<file path="config.mk">
export PLATFORM = sky130hd
export DESIGN_NAME = uart_dimmer_command_decoder_flat
export DESIGN_NICKNAME = d
export VERILOG_FILES = /design/src/rtl/core/udcd_pkg.sv /design/src/rtl/core/udcd_if.sv /design/src/rtl/core/udcd_line_buf.sv /design/src/rtl/core/udcd_decode.sv /design/src/rtl/core/uart_dimmer_command_decoder.sv /design/src/flat_wrapper.sv
export SDC_FILE = /design/constraint.sdc
export NUM_CORES = 1
export LEC_CHECK = 0
export BUFFER_PORTS_ARGS = -buffer_cell sky130_fd_sc_hd__buf_2
export CORE_MARGIN = 2
export CORE_UTILIZATION = 50
export DETAILED_ROUTE_END_ITERATION = 10
export PLACE_DENSITY = 0.66
export SLEW_MARGIN = 30
export SYNTH_ARGS = -nofsm -noshare
export SYNTH_HDL_FRONTEND = slang
export SYNTH_SLANG_ARGS = --single-unit
export TNS_END_PERCENT = 100
</file>
<file path="constraint.sdc">
create_clock -name clk -period 6.6 [get_ports clk]
set_input_delay 0.66 -clock clk [delete_from_list [all_inputs] [get_ports clk]]
set_output_delay 0.66 -clock clk [all_outputs]
set_load 0.01 [all_outputs]
</file>
<file path="src/rtl/core/udcd_pkg.sv">
// shared types and constants for the uart dimmer command decoder
// line length, character codes, command codes and inter-module structs
// no dependencies

package udcd_pkg;

  localparam int LINE_LEN  = 4;
  localparam int STORE_LEN = LINE_LEN + 1;
  localparam int CNT_W     = $clog2(STORE_LEN + 1);
  localparam int IDX_W     = $clog2(STORE_LEN);
  localparam int CHAR_W    = 8;
  localparam int LEVEL_W   = 7;
  localparam int CMD_W     = 3;

  typedef logic [CHAR_W-1:0]  char_t;
  typedef logic [CNT_W-1:0]   cnt_t;
  typedef logic [IDX_W-1:0]   idx_t;
  typedef logic [LEVEL_W-1:0] level_t;

  localparam char_t CH_NUL  = 8'd0;
  localparam char_t CH_BS   = 8'd8;
  localparam char_t CH_LF   = 8'd10;
  localparam char_t CH_CR   = 8'd13;
  localparam char_t CH_SP   = 8'd32;
  localparam char_t CH_DEL  = 8'd127;
  localparam char_t CH_ZERO = 8'h30;
  localparam char_t CH_NINE = 8'h39;
  localparam char_t CH_B    = 8'h62;
  localparam char_t CH_G    = 8'h67;
  localparam char_t CH_I    = 8'h69;
  localparam char_t CH_N    = 8'h6e;
  localparam char_t CH_F    = 8'h66;

  typedef enum logic [CMD_W-1:0] {
    CMD_NONE  = 3'd0,
    CMD_BLUE  = 3'd1,
    CMD_GREEN = 3'd2,
    CMD_BOTH  = 3'd3,
    CMD_INFO  = 3'd4,
    CMD_BAD   = 3'd5
  } cmd_t;

  typedef enum logic [1:0] {
    CLS_STORE,
    CLS_END,
    CLS_ERASE,
    CLS_RECALL
  } char_cls_t;

  // step request from the top level to the line buffer
  typedef struct packed {
    logic      step;
    char_cls_t cls;
    char_t     ch;
  } line_ctl_t;

  // decoded line
  typedef struct packed {
    cmd_t   cmd;
    level_t level;
    logic   set_blue;
    logic   set_green;
  } dec_res_t;

endpackage

</file>
<file path="src/rtl/core/udcd_if.sv">
// handshake channels of the uart dimmer command decoder
// valid/ready with the character in and the decoded result out
// depends on udcd_pkg

interface udcd_in_if;
  logic                 valid;
  logic                 ready;
  udcd_pkg::char_t      rx_char;

  modport source (output valid, output rx_char, input ready);
  modport sink   (input valid, input rx_char, output ready);
endinterface

interface udcd_out_if;
  logic                 valid;
  logic                 ready;
  udcd_pkg::char_t      echo_char;
  logic [udcd_pkg::CMD_W-1:0] command;
  udcd_pkg::level_t     level_value;
  udcd_pkg::level_t     blue_level;
  udcd_pkg::level_t     green_level;
  logic                 recalled;

  modport source (output valid, output echo_char, output command, output level_value,
                  output blue_level, output green_level, output recalled, input ready);
  modport sink   (input valid, input echo_char, input command, input level_value,
                  input blue_level, input green_level, input recalled, output ready);
endinterface

</file>
<file path="src/rtl/core/udcd_line_buf.sv">
// line store, last completed line and character count
// handles store, erase, recall and line end steps
// depends on udcd_pkg

module udcd_line_buf (
  input  logic                clk,
  input  logic                rst_n,
  input  udcd_pkg::line_ctl_t ctl,
  output udcd_pkg::char_t     line_o [udcd_pkg::LINE_LEN],
  output udcd_pkg::cnt_t      count_o
);

  udcd_pkg::char_t store_r  [udcd_pkg::STORE_LEN];
  udcd_pkg::char_t store_nxt[udcd_pkg::STORE_LEN];
  udcd_pkg::char_t last_r   [udcd_pkg::LINE_LEN];
  udcd_pkg::char_t last_nxt [udcd_pkg::LINE_LEN];
  udcd_pkg::cnt_t  cnt_r;
  udcd_pkg::cnt_t  cnt_nxt;
  udcd_pkg::cnt_t  rec_cnt;
  udcd_pkg::idx_t  wr_idx;
  logic            has_room;

  assign wr_idx   = cnt_r[udcd_pkg::IDX_W-1:0];
  assign has_room = (cnt_r < udcd_pkg::cnt_t'(udcd_pkg::STORE_LEN));

  // recall length: first terminator in the last line
  always_comb begin
    rec_cnt = udcd_pkg::cnt_t'(udcd_pkg::LINE_LEN);
    for (int i = udcd_pkg::LINE_LEN - 1; i >= 0; i--) begin
      if (last_r[i] == udcd_pkg::CH_NUL) begin
        rec_cnt = udcd_pkg::cnt_t'(i);
      end
    end
  end

  always_comb begin
    udcd_pkg::char_t term [udcd_pkg::STORE_LEN];
    store_nxt = store_r;
    last_nxt  = last_r;
    cnt_nxt   = cnt_r;
    term      = store_r;
    if (ctl.step) begin
      case (ctl.cls)
        udcd_pkg::CLS_END: begin
          if (has_room) begin
            term[wr_idx] = udcd_pkg::CH_NUL;
          end
          for (int i = 0; i < udcd_pkg::LINE_LEN; i++) begin
            last_nxt[i] = term[i];
          end
          for (int i = 0; i < udcd_pkg::STORE_LEN; i++) begin
            store_nxt[i] = udcd_pkg::CH_SP;
          end
          cnt_nxt = '0;
        end
        udcd_pkg::CLS_ERASE: begin
          if (cnt_r != '0) begin
            cnt_nxt = cnt_r - 1'b1;
          end
        end
        udcd_pkg::CLS_RECALL: begin
          for (int i = 0; i < udcd_pkg::LINE_LEN; i++) begin
            store_nxt[i] = last_r[i];
          end
          cnt_nxt = rec_cnt;
        end
        udcd_pkg::CLS_STORE: begin
          if (has_room) begin
            store_nxt[wr_idx] = ctl.ch;
            cnt_nxt           = cnt_r + 1'b1;
          end else begin
            cnt_nxt = '0;
          end
        end
        default: begin
          cnt_nxt = cnt_r;
        end
      endcase
    end
  end

  always_ff @(posedge clk) begin
    if (!rst_n) begin
      cnt_r <= '0;
      for (int i = 0; i < udcd_pkg::STORE_LEN; i++) begin
        store_r[i] <= udcd_pkg::CH_NUL;
      end
      for (int i = 0; i < udcd_pkg::LINE_LEN; i++) begin
        last_r[i] <= udcd_pkg::CH_NUL;
      end
    end else begin
      cnt_r   <= cnt_nxt;
      store_r <= store_nxt;
      last_r  <= last_nxt;
    end
  end

  always_comb begin
    for (int i = 0; i < udcd_pkg::LINE_LEN; i++) begin
      line_o[i] = store_r[i];
    end
  end

  assign count_o = cnt_r;

`ifndef SYNTHESIS
  a_cnt_range: assert property (@(posedge clk) disable iff (!rst_n)
    cnt_r <= udcd_pkg::cnt_t'(udcd_pkg::STORE_LEN))
    else $error("line count beyond store length");

  a_end_clears: assert property (@(posedge clk) disable iff (!rst_n)
    ctl.step && (ctl.cls == udcd_pkg::CLS_END) |=> cnt_r == '0)
    else $error("line end did not clear count");
`endif

endmodule

</file>
<file path="src/rtl/core/udcd_decode.sv">
// line decoder: bNN, gNN, gbNN/bgNN, inf or invalid
// purely combinational, reads the head of the line store
// depends on udcd_pkg

module udcd_decode (
  input  udcd_pkg::char_t    line_i [udcd_pkg::LINE_LEN],
  input  udcd_pkg::cnt_t     count_i,
  output udcd_pkg::dec_res_t res_o
);

  function automatic logic is_digit(udcd_pkg::char_t c);
    return (c >= udcd_pkg::CH_ZERO) && (c <= udcd_pkg::CH_NINE);
  endfunction

  // tens*10 + units, digits already checked
  function automatic udcd_pkg::level_t two_digits(udcd_pkg::char_t t, udcd_pkg::char_t u);
    logic [3:0] td;
    logic [3:0] ud;
    td = t[3:0];
    ud = u[3:0];
    return udcd_pkg::level_t'({td, 3'b000}) + udcd_pkg::level_t'({td, 1'b0})
         + udcd_pkg::level_t'(ud);
  endfunction

  logic            len3;
  logic            len4;
  logic            dig12;
  logic            dig23;
  logic            pair;
  udcd_pkg::level_t lvl3;
  udcd_pkg::level_t lvl4;

  assign len3  = (count_i == udcd_pkg::cnt_t'(3));
  assign len4  = (count_i == udcd_pkg::cnt_t'(4));
  assign dig12 = is_digit(line_i[1]) && is_digit(line_i[2]);
  assign dig23 = is_digit(line_i[2]) && is_digit(line_i[3]);
  assign pair  = ((line_i[0] == udcd_pkg::CH_G) && (line_i[1] == udcd_pkg::CH_B))
              || ((line_i[0] == udcd_pkg::CH_B) && (line_i[1] == udcd_pkg::CH_G));
  assign lvl3  = two_digits(line_i[1], line_i[2]);
  assign lvl4  = two_digits(line_i[2], line_i[3]);

  always_comb begin
    res_o = '{cmd: udcd_pkg::CMD_BAD, level: '0, set_blue: 1'b0, set_green: 1'b0};
    if (len3 && dig12) begin
      if (line_i[0] == udcd_pkg::CH_B) begin
        res_o = '{cmd: udcd_pkg::CMD_BLUE, level: lvl3, set_blue: 1'b1, set_green: 1'b0};
      end else if (line_i[0] == udcd_pkg::CH_G) begin
        res_o = '{cmd: udcd_pkg::CMD_GREEN, level: lvl3, set_blue: 1'b0, set_green: 1'b1};
      end
    end else if (len4 && pair && dig23) begin
      res_o = '{cmd: udcd_pkg::CMD_BOTH, level: lvl4, set_blue: 1'b1, set_green: 1'b1};
    end else if (len3 && (line_i[0] == udcd_pkg::CH_I) && (line_i[1] == udcd_pkg::CH_N)
                 && (line_i[2] == udcd_pkg::CH_F)) begin
      res_o.cmd = udcd_pkg::CMD_INFO;
    end
  end

endmodule

</file>
<file path="src/rtl/core/uart_dimmer_command_decoder.sv">
// top level of the uart dimmer command decoder
// input register, line buffer, line decoder, level registers, result register
// depends on udcd_pkg, udcd_if, udcd_line_buf, udcd_decode
//
//   channel | direction | payload
//   --------+-----------+---------------------------------------------------------
//   in_ch   | sink      | rx_char
//   out_ch  | source    | echo_char, command, level_value, blue_level, green_level,
//           |           | recalled
//
// one result per character; a character goes through the input register, then the
// result register; one character is taken every cycle while out_ch is not stalled
// the line store update and decode sit between the two registers in a single pass
// reset (rst_n low, synchronous) empties both stages, clears the line store,
// the last line, the count and both levels
// a stalled result register holds its result; the input register keeps taking
// characters until both stages are full

module uart_dimmer_command_decoder (
  input logic         clk,
  input logic         rst_n,
  udcd_in_if.sink     in_ch,
  udcd_out_if.source  out_ch
);

  // input stage
  logic               in_valid_r;
  udcd_pkg::char_t    in_char_r;
  logic               adv;

  // level registers
  udcd_pkg::level_t   blue_r;
  udcd_pkg::level_t   blue_nxt;
  udcd_pkg::level_t   green_r;
  udcd_pkg::level_t   green_nxt;

  // result stage
  logic               out_valid_r;
  udcd_pkg::char_t    out_echo_r;
  udcd_pkg::cmd_t     out_cmd_r;
  udcd_pkg::level_t   out_level_r;
  udcd_pkg::level_t   out_blue_r;
  udcd_pkg::level_t   out_green_r;
  logic               out_rec_r;

  udcd_pkg::char_cls_t cls;
  udcd_pkg::line_ctl_t ctl;
  udcd_pkg::char_t     line [udcd_pkg::LINE_LEN];
  udcd_pkg::cnt_t      count;
  udcd_pkg::dec_res_t  dec;
  logic                is_end;

  // the input stage moves on when the result register is free or being drained
  assign adv         = in_valid_r && (!out_valid_r || out_ch.ready);
  assign in_ch.ready = !in_valid_r || adv;

  always_ff @(posedge clk) begin
    if (!rst_n) begin
      in_valid_r <= 1'b0;
    end else if (in_ch.ready) begin
      in_valid_r <= in_ch.valid;
    end
  end

  always_ff @(posedge clk) begin
    if (in_ch.valid && in_ch.ready) begin
      in_char_r <= in_ch.rx_char;
    end
  end

  // character classes: line end, erase, recall, anything else is stored
  always_comb begin
    unique case (in_char_r) inside
      udcd_pkg::CH_CR, udcd_pkg::CH_LF:  cls = udcd_pkg::CLS_END;
      udcd_pkg::CH_BS, udcd_pkg::CH_DEL: cls = udcd_pkg::CLS_ERASE;
      udcd_pkg::CH_SP:                   cls = udcd_pkg::CLS_RECALL;
      default:                           cls = udcd_pkg::CLS_STORE;
    endcase
  end

  assign is_end = (cls == udcd_pkg::CLS_END);
  assign ctl    = '{step: adv, cls: cls, ch: in_char_r};

  udcd_line_buf u_line_buf (
    .clk     (clk),
    .rst_n   (rst_n),
    .ctl     (ctl),
    .line_o  (line),
    .count_o (count)
  );

  // decode sees the line before this step; the terminator never lands inside it
  udcd_decode u_decode (
    .line_i  (line),
    .count_i (count),
    .res_o   (dec)
  );

  assign blue_nxt  = (adv && is_end && dec.set_blue)  ? dec.level : blue_r;
  assign green_nxt = (adv && is_end && dec.set_green) ? dec.level : green_r;

  always_ff @(posedge clk) begin
    if (!rst_n) begin
      blue_r  <= '0;
      green_r <= '0;
    end else begin
      blue_r  <= blue_nxt;
      green_r <= green_nxt;
    end
  end

  // result register
  always_ff @(posedge clk) begin
    if (!rst_n) begin
      out_valid_r <= 1'b0;
    end else if (adv) begin
      out_valid_r <= 1'b1;
    end else if (out_ch.ready) begin
      out_valid_r <= 1'b0;
    end
  end

  always_ff @(posedge clk) begin
    if (adv) begin
      out_echo_r  <= in_char_r;
      out_cmd_r   <= is_end ? dec.cmd : udcd_pkg::CMD_NONE;
      out_level_r <= is_end ? dec.level : '0;
      out_blue_r  <= blue_nxt;
      out_green_r <= green_nxt;
      out_rec_r   <= (cls == udcd_pkg::CLS_RECALL);
    end
  end

  assign out_ch.valid       = out_valid_r;
  assign out_ch.echo_char   = out_echo_r;
  assign out_ch.command     = out_cmd_r;
  assign out_ch.level_value = out_level_r;
  assign out_ch.blue_level  = out_blue_r;
  assign out_ch.green_level = out_green_r;
  assign out_ch.recalled    = out_rec_r;

`ifndef SYNTHESIS
  a_level_hold: assert property (@(posedge clk) disable iff (!rst_n)
    !adv |=> $stable(blue_r) && $stable(green_r))
    else $error("level changed without a transfer");

  a_end_gives_cmd: assert property (@(posedge clk) disable iff (!rst_n)
    adv && is_end |=> out_cmd_r != udcd_pkg::CMD_NONE)
    else $error("line end produced no command");

  a_recall_no_cmd: assert property (@(posedge clk) disable iff (!rst_n)
    out_valid_r && out_rec_r |-> out_cmd_r == udcd_pkg::CMD_NONE)
    else $error("recall carries a command");

  a_result_levels: assert property (@(posedge clk) disable iff (!rst_n)
    adv |=> (out_blue_r == blue_r) && (out_green_r == green_r))
    else $error("result levels differ from level registers");
`endif

endmodule
</file>
<file path="src/flat_wrapper.sv">
// flat-port wrapper written by rule: the top's interface ports become plain ports
module uart_dimmer_command_decoder_flat 
  (clk, rst_n, in_ch_valid, in_ch_rx_char, in_ch_ready, out_ch_valid, out_ch_echo_char, out_ch_command, out_ch_level_value, out_ch_blue_level, out_ch_green_level, out_ch_recalled, out_ch_ready);
  udcd_in_if in_ch_i ();
  udcd_out_if out_ch_i ();
  input logic clk;
  input logic rst_n;
  input wire logic [$bits(in_ch_i.valid)-1:0] in_ch_valid;
  input wire logic [$bits(in_ch_i.rx_char)-1:0] in_ch_rx_char;
  output wire logic [$bits(in_ch_i.ready)-1:0] in_ch_ready;
  output wire logic [$bits(out_ch_i.valid)-1:0] out_ch_valid;
  output wire logic [$bits(out_ch_i.echo_char)-1:0] out_ch_echo_char;
  output wire logic [$bits(out_ch_i.command)-1:0] out_ch_command;
  output wire logic [$bits(out_ch_i.level_value)-1:0] out_ch_level_value;
  output wire logic [$bits(out_ch_i.blue_level)-1:0] out_ch_blue_level;
  output wire logic [$bits(out_ch_i.green_level)-1:0] out_ch_green_level;
  output wire logic [$bits(out_ch_i.recalled)-1:0] out_ch_recalled;
  input wire logic [$bits(out_ch_i.ready)-1:0] out_ch_ready;
  assign in_ch_i.valid = in_ch_valid;
  assign in_ch_i.rx_char = in_ch_rx_char;
  assign in_ch_ready = in_ch_i.ready;
  assign out_ch_valid = out_ch_i.valid;
  assign out_ch_echo_char = out_ch_i.echo_char;
  assign out_ch_command = out_ch_i.command;
  assign out_ch_level_value = out_ch_i.level_value;
  assign out_ch_blue_level = out_ch_i.blue_level;
  assign out_ch_green_level = out_ch_i.green_level;
  assign out_ch_recalled = out_ch_i.recalled;
  assign out_ch_i.ready = out_ch_ready;
  uart_dimmer_command_decoder u_core (.clk(clk), .rst_n(rst_n), .in_ch(in_ch_i), .out_ch(out_ch_i));
endmodule
</file>
After elaboration in Yosys (flattened, before gate mapping) --
Index checks and enable logic that the tools add are counted.
Cells by class: muxes and demuxes 25, order comparisons 9, equal/unequal tests 19, add/subtract/negate cells 6, reductions and logical operators 39, bitwise logic cells 3
Operator list (number):
- one-hot mux 32 bit (3 select lines) | 1
- two-way mux 40 bit | 2
- == test 8 x 7 -> 1 bit (second input constant) | 8
- AND 40 bit | 1
- bitwise mux 40 bit | 1
- NOT 40 bit | 1
- two-way mux 12 bit | 3
- zero test 8 bit | 4
- demux 8 bit (select 3 bit) | 1
- == test 8 x 4 -> 1 bit (second input constant) | 3
- greater-or-equal comparator 8 x 6 -> 1 bit (second input constant) | 3
- less-or-equal comparator 8 x 6 -> 1 bit (second input constant) | 3
- two-way mux 3 bit | 7
- logical AND 1 bit | 19
- one-hot mux 8 bit (2 select lines) | 1
- adder 7 x 4 -> 7 bit | 2
- adder 7 x 5 -> 7 bit | 2
- two-way mux 7 bit | 2
- one-hot mux 3 bit (4 select lines) | 1
- two-way mux 9 bit | 1
- == test 8 x 6 -> 1 bit (second input constant) | 1
- two-way mux 8 bit | 1
- one-hot mux 2 bit (3 select lines) | 1
- AND reduction 3 bit | 2
- other kinds (19) | 30
Word-level totals: output and inout port bits 35, logic and storage cells 122, input port bits 12, bits in registers 132

Logic depth before layout (Yosys ltp) --
word-level depth 9, mapped depth 14, gate-level depth less buffers 11

By module --
Synthesis repeated with hierarchy kept, for this count alone.
Unflattened totals: cell total of the unflattened synthesis 637, area total of the unflattened synthesis 6468.7 um2
Modules (own cells, without submodules):
- udcd_line_buf | times used 1, area an instance 3420.8 um2, seq. area each 1341.3 um2, cells each 391
- uart_dimmer_command_decoder | times used 1, area an instance 2257.2 um2, seq. area each 1551.5 um2, cells each 148
- udcd_decode | times used 1, area an instance 790.8 um2, seq. area each 0.0 um2, cells each 98

Least setup slack after synthesis --
No wires, ideal clock.
kind reg2reg, from register u_core.in_char_r[3], to register u_core.out_green_r[5] (netlist: u_core.out_ch.green_level[5]), data pin, setup slack 3790 ps, cell stages (with the launch flop) 12, path buffers 1, setup time 271 ps, data arrival time 2540 ps, path through edfxtp_1 > clkbuf_1 > nor3_1 > nand2_1 > o21ai_0 > nand2b_1 > a2111oi_0 > ha_1 > nand3_1 > nor4_2 > a21o_1 > a21oi_1
Between the ends: cells in the longest elaborated chain, start to end 7
Ends and longest elaborated chain:
- start, declared | RTL line uart_dimmer_command_decoder.sv:28 | udcd_pkg::char_t in_char_r;
- start signal, assigned | RTL line uart_dimmer_command_decoder.sv:67 | in_char_r <= in_ch.rx_char;
- == test 8 x 7 -> 1 bit (no source line) or == test 8 x 4 -> 1 bit (tied branches)
- OR reduction 2 bit | RTL line uart_dimmer_command_decoder.sv:73 | unique case (in_char_r) inside
- one-hot mux 2 bit (3 select lines) * | RTL line uart_dimmer_command_decoder.sv:73
- == test 2 x 1 -> 1 bit * | RTL line uart_dimmer_command_decoder.sv:81 | assign is_end = (cls == udcd_pkg::CLS_END);
- logical AND 1 bit * (2 in a row) | RTL line uart_dimmer_command_decoder.sv:100 | assign green_nxt = (adv && is_end && dec.set_green) ? dec.level : green_r;
- two-way mux 7 bit * | RTL line uart_dimmer_command_decoder.sv:100
- named net u_core.green_nxt[5] | RTL line uart_dimmer_command_decoder.sv:35 | udcd_pkg::level_t green_nxt;
- end signal, assigned | RTL line uart_dimmer_command_decoder.sv:129 | out_green_r <= green_nxt;
- end, declared | RTL line uart_dimmer_command_decoder.sv:43 | udcd_pkg::level_t out_green_r;
The timed path passes the listed nets; every way through them passes the cells marked *. A chain may end at the register's enable or synchronous reset.

Worst setup path in the final report --
from register u_core.in_char_r[3], to register u_core.out_green_r[4] (netlist: u_core.out_ch.green_level[4]), data pin
The elaborated chain is that of the path after synthesis.

==> reports/qor.txt <==
Outcome -> completed
Top Family by Delay on Critical Path -> simple AND/OR/NAND/NOR gates
Clock skew after layout -> 12.15 ps
Chain of cells forming the critical path -> nor3_1 > nand2_1 > o21ai_0 > nand2b_1 > a2111oi_0 > ha_1 > and3_1 > buf_4 > nand3_1 > o21ai_0 > nand2_1
Capture instance of the worst register-to-register path -> u_core.out_ch.green_level[4]
Highest clock frequency the design can meet -> 0.2552 GHz
Count of standard-cell rows -> 41
Global-route wire length before repair -> 28.37 mm
Sequential fraction of the synthesis area -> 44.05%
Buffers from clock root to sink, at most -> 2
Number of vias after detailed routing -> 5608
Final hold viol count -> 0
Setup Crit Path Kind -> register to register
Count of unresolved DRC violations after routing -> 0
Largest net degree at the start of global routing -> 83
Finished layout cell area -> 7393 µm²
Hold Crit Start -> in_ch_rx_char[6]
Number of buffers inserted by hold repair at cts -> 0
Std-Cell Core Area -> 12720 µm²
Worst path bufs/invs -> 1
Combinational cell fraction of total power -> 5.2%
Fraction of synthesized cell area taken by the top area cell type -> 25.30%
Critical Path Fanout Max -> 33
Die X -> 118.6 µm
Top FF cell, synth -> dfxtp_1
Detailed Routing Iterations Pass 1 -> 5
Sequential group share of total power -> 45.6%
Total net switching power -> 409.5 µW
Count of buffers from port buffering -> 46
Crit path capture type -> register
Worst EP arrival -> 4070 ps
Crit Reg-Reg Startpoint -> u_core.in_char_r[3]
Clock sink count -> 124
Cell at the root of the clock tree -> clkbuf_16
Area growth from synthesis to layout -> 12.57%
Worst setup margin -> 2681 ps
Netlist area before placement -> 6568 µm²
Path category of the worst min-delay check -> input pin to register
Die height -> 118.6 µm
Total length of routed wires -> 17.50 mm
Synthesized netlist net count -> 749
Total global-route track usage -> 25.57%
Ports placed on the boundary -> 47
Power density over the cells -> 245.6 nW/µm²
Cts repair resizes -> 0
Worst slack, placed -> 2708 ps
Cell accounting for the most synthesized area -> dfxtp_1
Total number of H-tree levels -> 4
Post-synth ARST share -> 0%
First DRT Iteration DRCs -> 570
Post-synth cell types -> 69
Slowest library cell on the worst path -> ha_1
YS warnings -> 0
Hold_ws -> 417.3 ps
Worst-case vdd ir drop -> 160.8 µV
Number of vias per cell -> 6.116
Fill cells -> 1163
Gr ovfl total -> 0
Period Utilization, post-route -> 59.38%
Part of the total power dissipated in the clock network -> 49.3%
CP startpoint -> u_core.in_char_r[3]
Number of antenna violations at the first check in global routing -> 0
Total half-perimeter wirelength after legalization and detailed placement -> 11.95 mm
Clock latency at the later pin of the worst-skew pair -> 420 ps
Final cell utilization of the core -> 58.11%
R2R cell count -> 11
Number of buffers added for setup after CTS -> 0
TritonCTS Buffers -> 17
Synthesized instance count -> 711
Terminating pin of the worst hold path -> u_core.in_char_r[6]
Static Leakage -> 2.877 nW
Number of cells after detailed placement -> 886
Clock-pin slew on the worst setup and hold paths -> 50 ps
Tmin final -> 3919 ps
Number of nets in the final layout -> 771
Tightest Pin Transition -> 969.8 ps
Slew Limit Fails -> 0
Total setup violations reported at the end of the flow -> 0
Worst setup SP type -> register
Unrepaired setup endpoints after global routing -> no
Highest-count cells in the layout ignoring fill and taps -> dfxtp_1 (83), nand2_1 (81), a21oi_1 (57), o21ai_0 (50), buf_2 (46)
Die footprint -> 14070 µm²
Number of global-route vias before repair -> 5413
Slew margin rel. -> 35.15%
Critical path data required time -> 6750 ps
Delay contributed by the slowest stage of the critical path -> 640 ps
Seq cells post-synth -> 124
Share of post-route cells with drive strength above 1 -> 14.23%
Summed negative setup slack over all endpoints -> 0 ps
MaxCap Viol Count -> 0
Routability Congestion -> 0.8716
Syn_area_per_cell -> 9.237 µm²
Number of inserted diodes -> 0
Initial Util -> 51.62%
PnR Total Power -> 1.816 mW
R2r setup slk -> 2680 ps
Post-route ant nets -> 0
Internal power contribution -> 1.406 mW
Final cell count without fillers -> 917
Standard cell area after detailed placement -> 6829 µm²
Cells taking the most area after synthesis -> dfxtp_1 (25%), edfxtp_1 (19%), nand2_1 (4.6%)
Number of enable flip-flop cells after synthesis -> 41
Average routed wire per standard cell -> 19.09 µm
Hold path depth -> 1
Commonest non-fill, non-tap cell in the layout -> dfxtp_1
Switching part of the total power -> 22.55%
CTS tree -> yes
[area by class of cell]
class / count / area, µm² / share of cell area [%]
timing repair buffer: 53 / 282.8 / 3.825
sequential: 124 / 2893 / 39.13
inverter: 28 / 105.1 / 1.422
clock inverter: 6 / 57.56 / 0.7785
tap: 172 / 215.2 / 2.911
clock buffer: 25 / 506.7 / 6.854
multi-input combinational: 509 / 3333 / 45.08
[per-layer routing]
layer	track usage, %	vias up	wire (µm)	share of wire (%)
met5	0	-	0	0
met1	32.07	2703	7432	42
li1	-	2652	-	-
met3	6.853	42	1022	5.8
met2	40.88	211	8476	48
met4	12.13	0	569	3.3
[sequential cells by signal, indices dropped and copies added, names as in the netlist, 3 cells and up]
signal,count
u_core.green_r,7
u_core.blue_r,7
u_core.out_ch.blue_level,7
u_core.out_ch.command,3
u_core.out_ch.echo_char,8
u_core.u_line_buf.count_o,3
u_core.in_char_r,8
u_core.out_ch.green_level,7
u_core.out_ch.level_value,7
u_core.u_line_buf.line_o,32
u_core.u_line_buf.last_r,32
[worst max-delay path by stage]
stage / endpoint / slack, ps / cells past startpoint
after floorplan: u_core.out_ch.green_level[5] / 3790 / 11
after CTS: u_core.out_ch.green_level[4] / 2690 / 11
final: u_core.out_ch.green_level[4] / 2680 / 11
after detailed placement: u_core.out_ch.green_level[4] / 2710 / 11
after global placement: u_core.out_ch.blue_level[1] / 2790 / 11
after global routing: u_core.u_line_buf.line_o[8] / 2360 / 13
[cells in the mapped netlist (9+ instances only)]
master	count
a21oi_1	57
nor4_1	12
o21a_1	10
nand2_1	81
a211oi_1	9
o21ai_0	50
mux2i_1	28
nor3_1	10
dfxtp_1	83
inv_1	27
ha_1	22
nand3_1	44
a22oi_1	31
edfxtp_1	41
buf_2	12
clkbuf_1	32
nor2_1	45
[power by group through the flow]
stage	combinational [mW]	sequential [mW]	clock, mW
2_1_floorplan	0.0666	0.836	0
3_3_place_gp	0.0911	0.841	0
3_5_place_dp	0.0927	0.842	0
4_1_cts	0.0931	0.826	0.906
5_1_grt	0.102	0.829	0.939
6_report	0.0936	0.827	0.895
[cell families after synthesis]
group / Yosys count / share of synthesized area (%)
buf+inv: 78 / 5.201
compound gates: 198 / 19.72
xor+xnor: 4 / 0.5335
fa+ha+maj: 26 / 5.411
mux: 28 / 4.267
flops: 124 / 44.05
simple gates: 253 / 20.82
(Power assumes the default switching activity.)
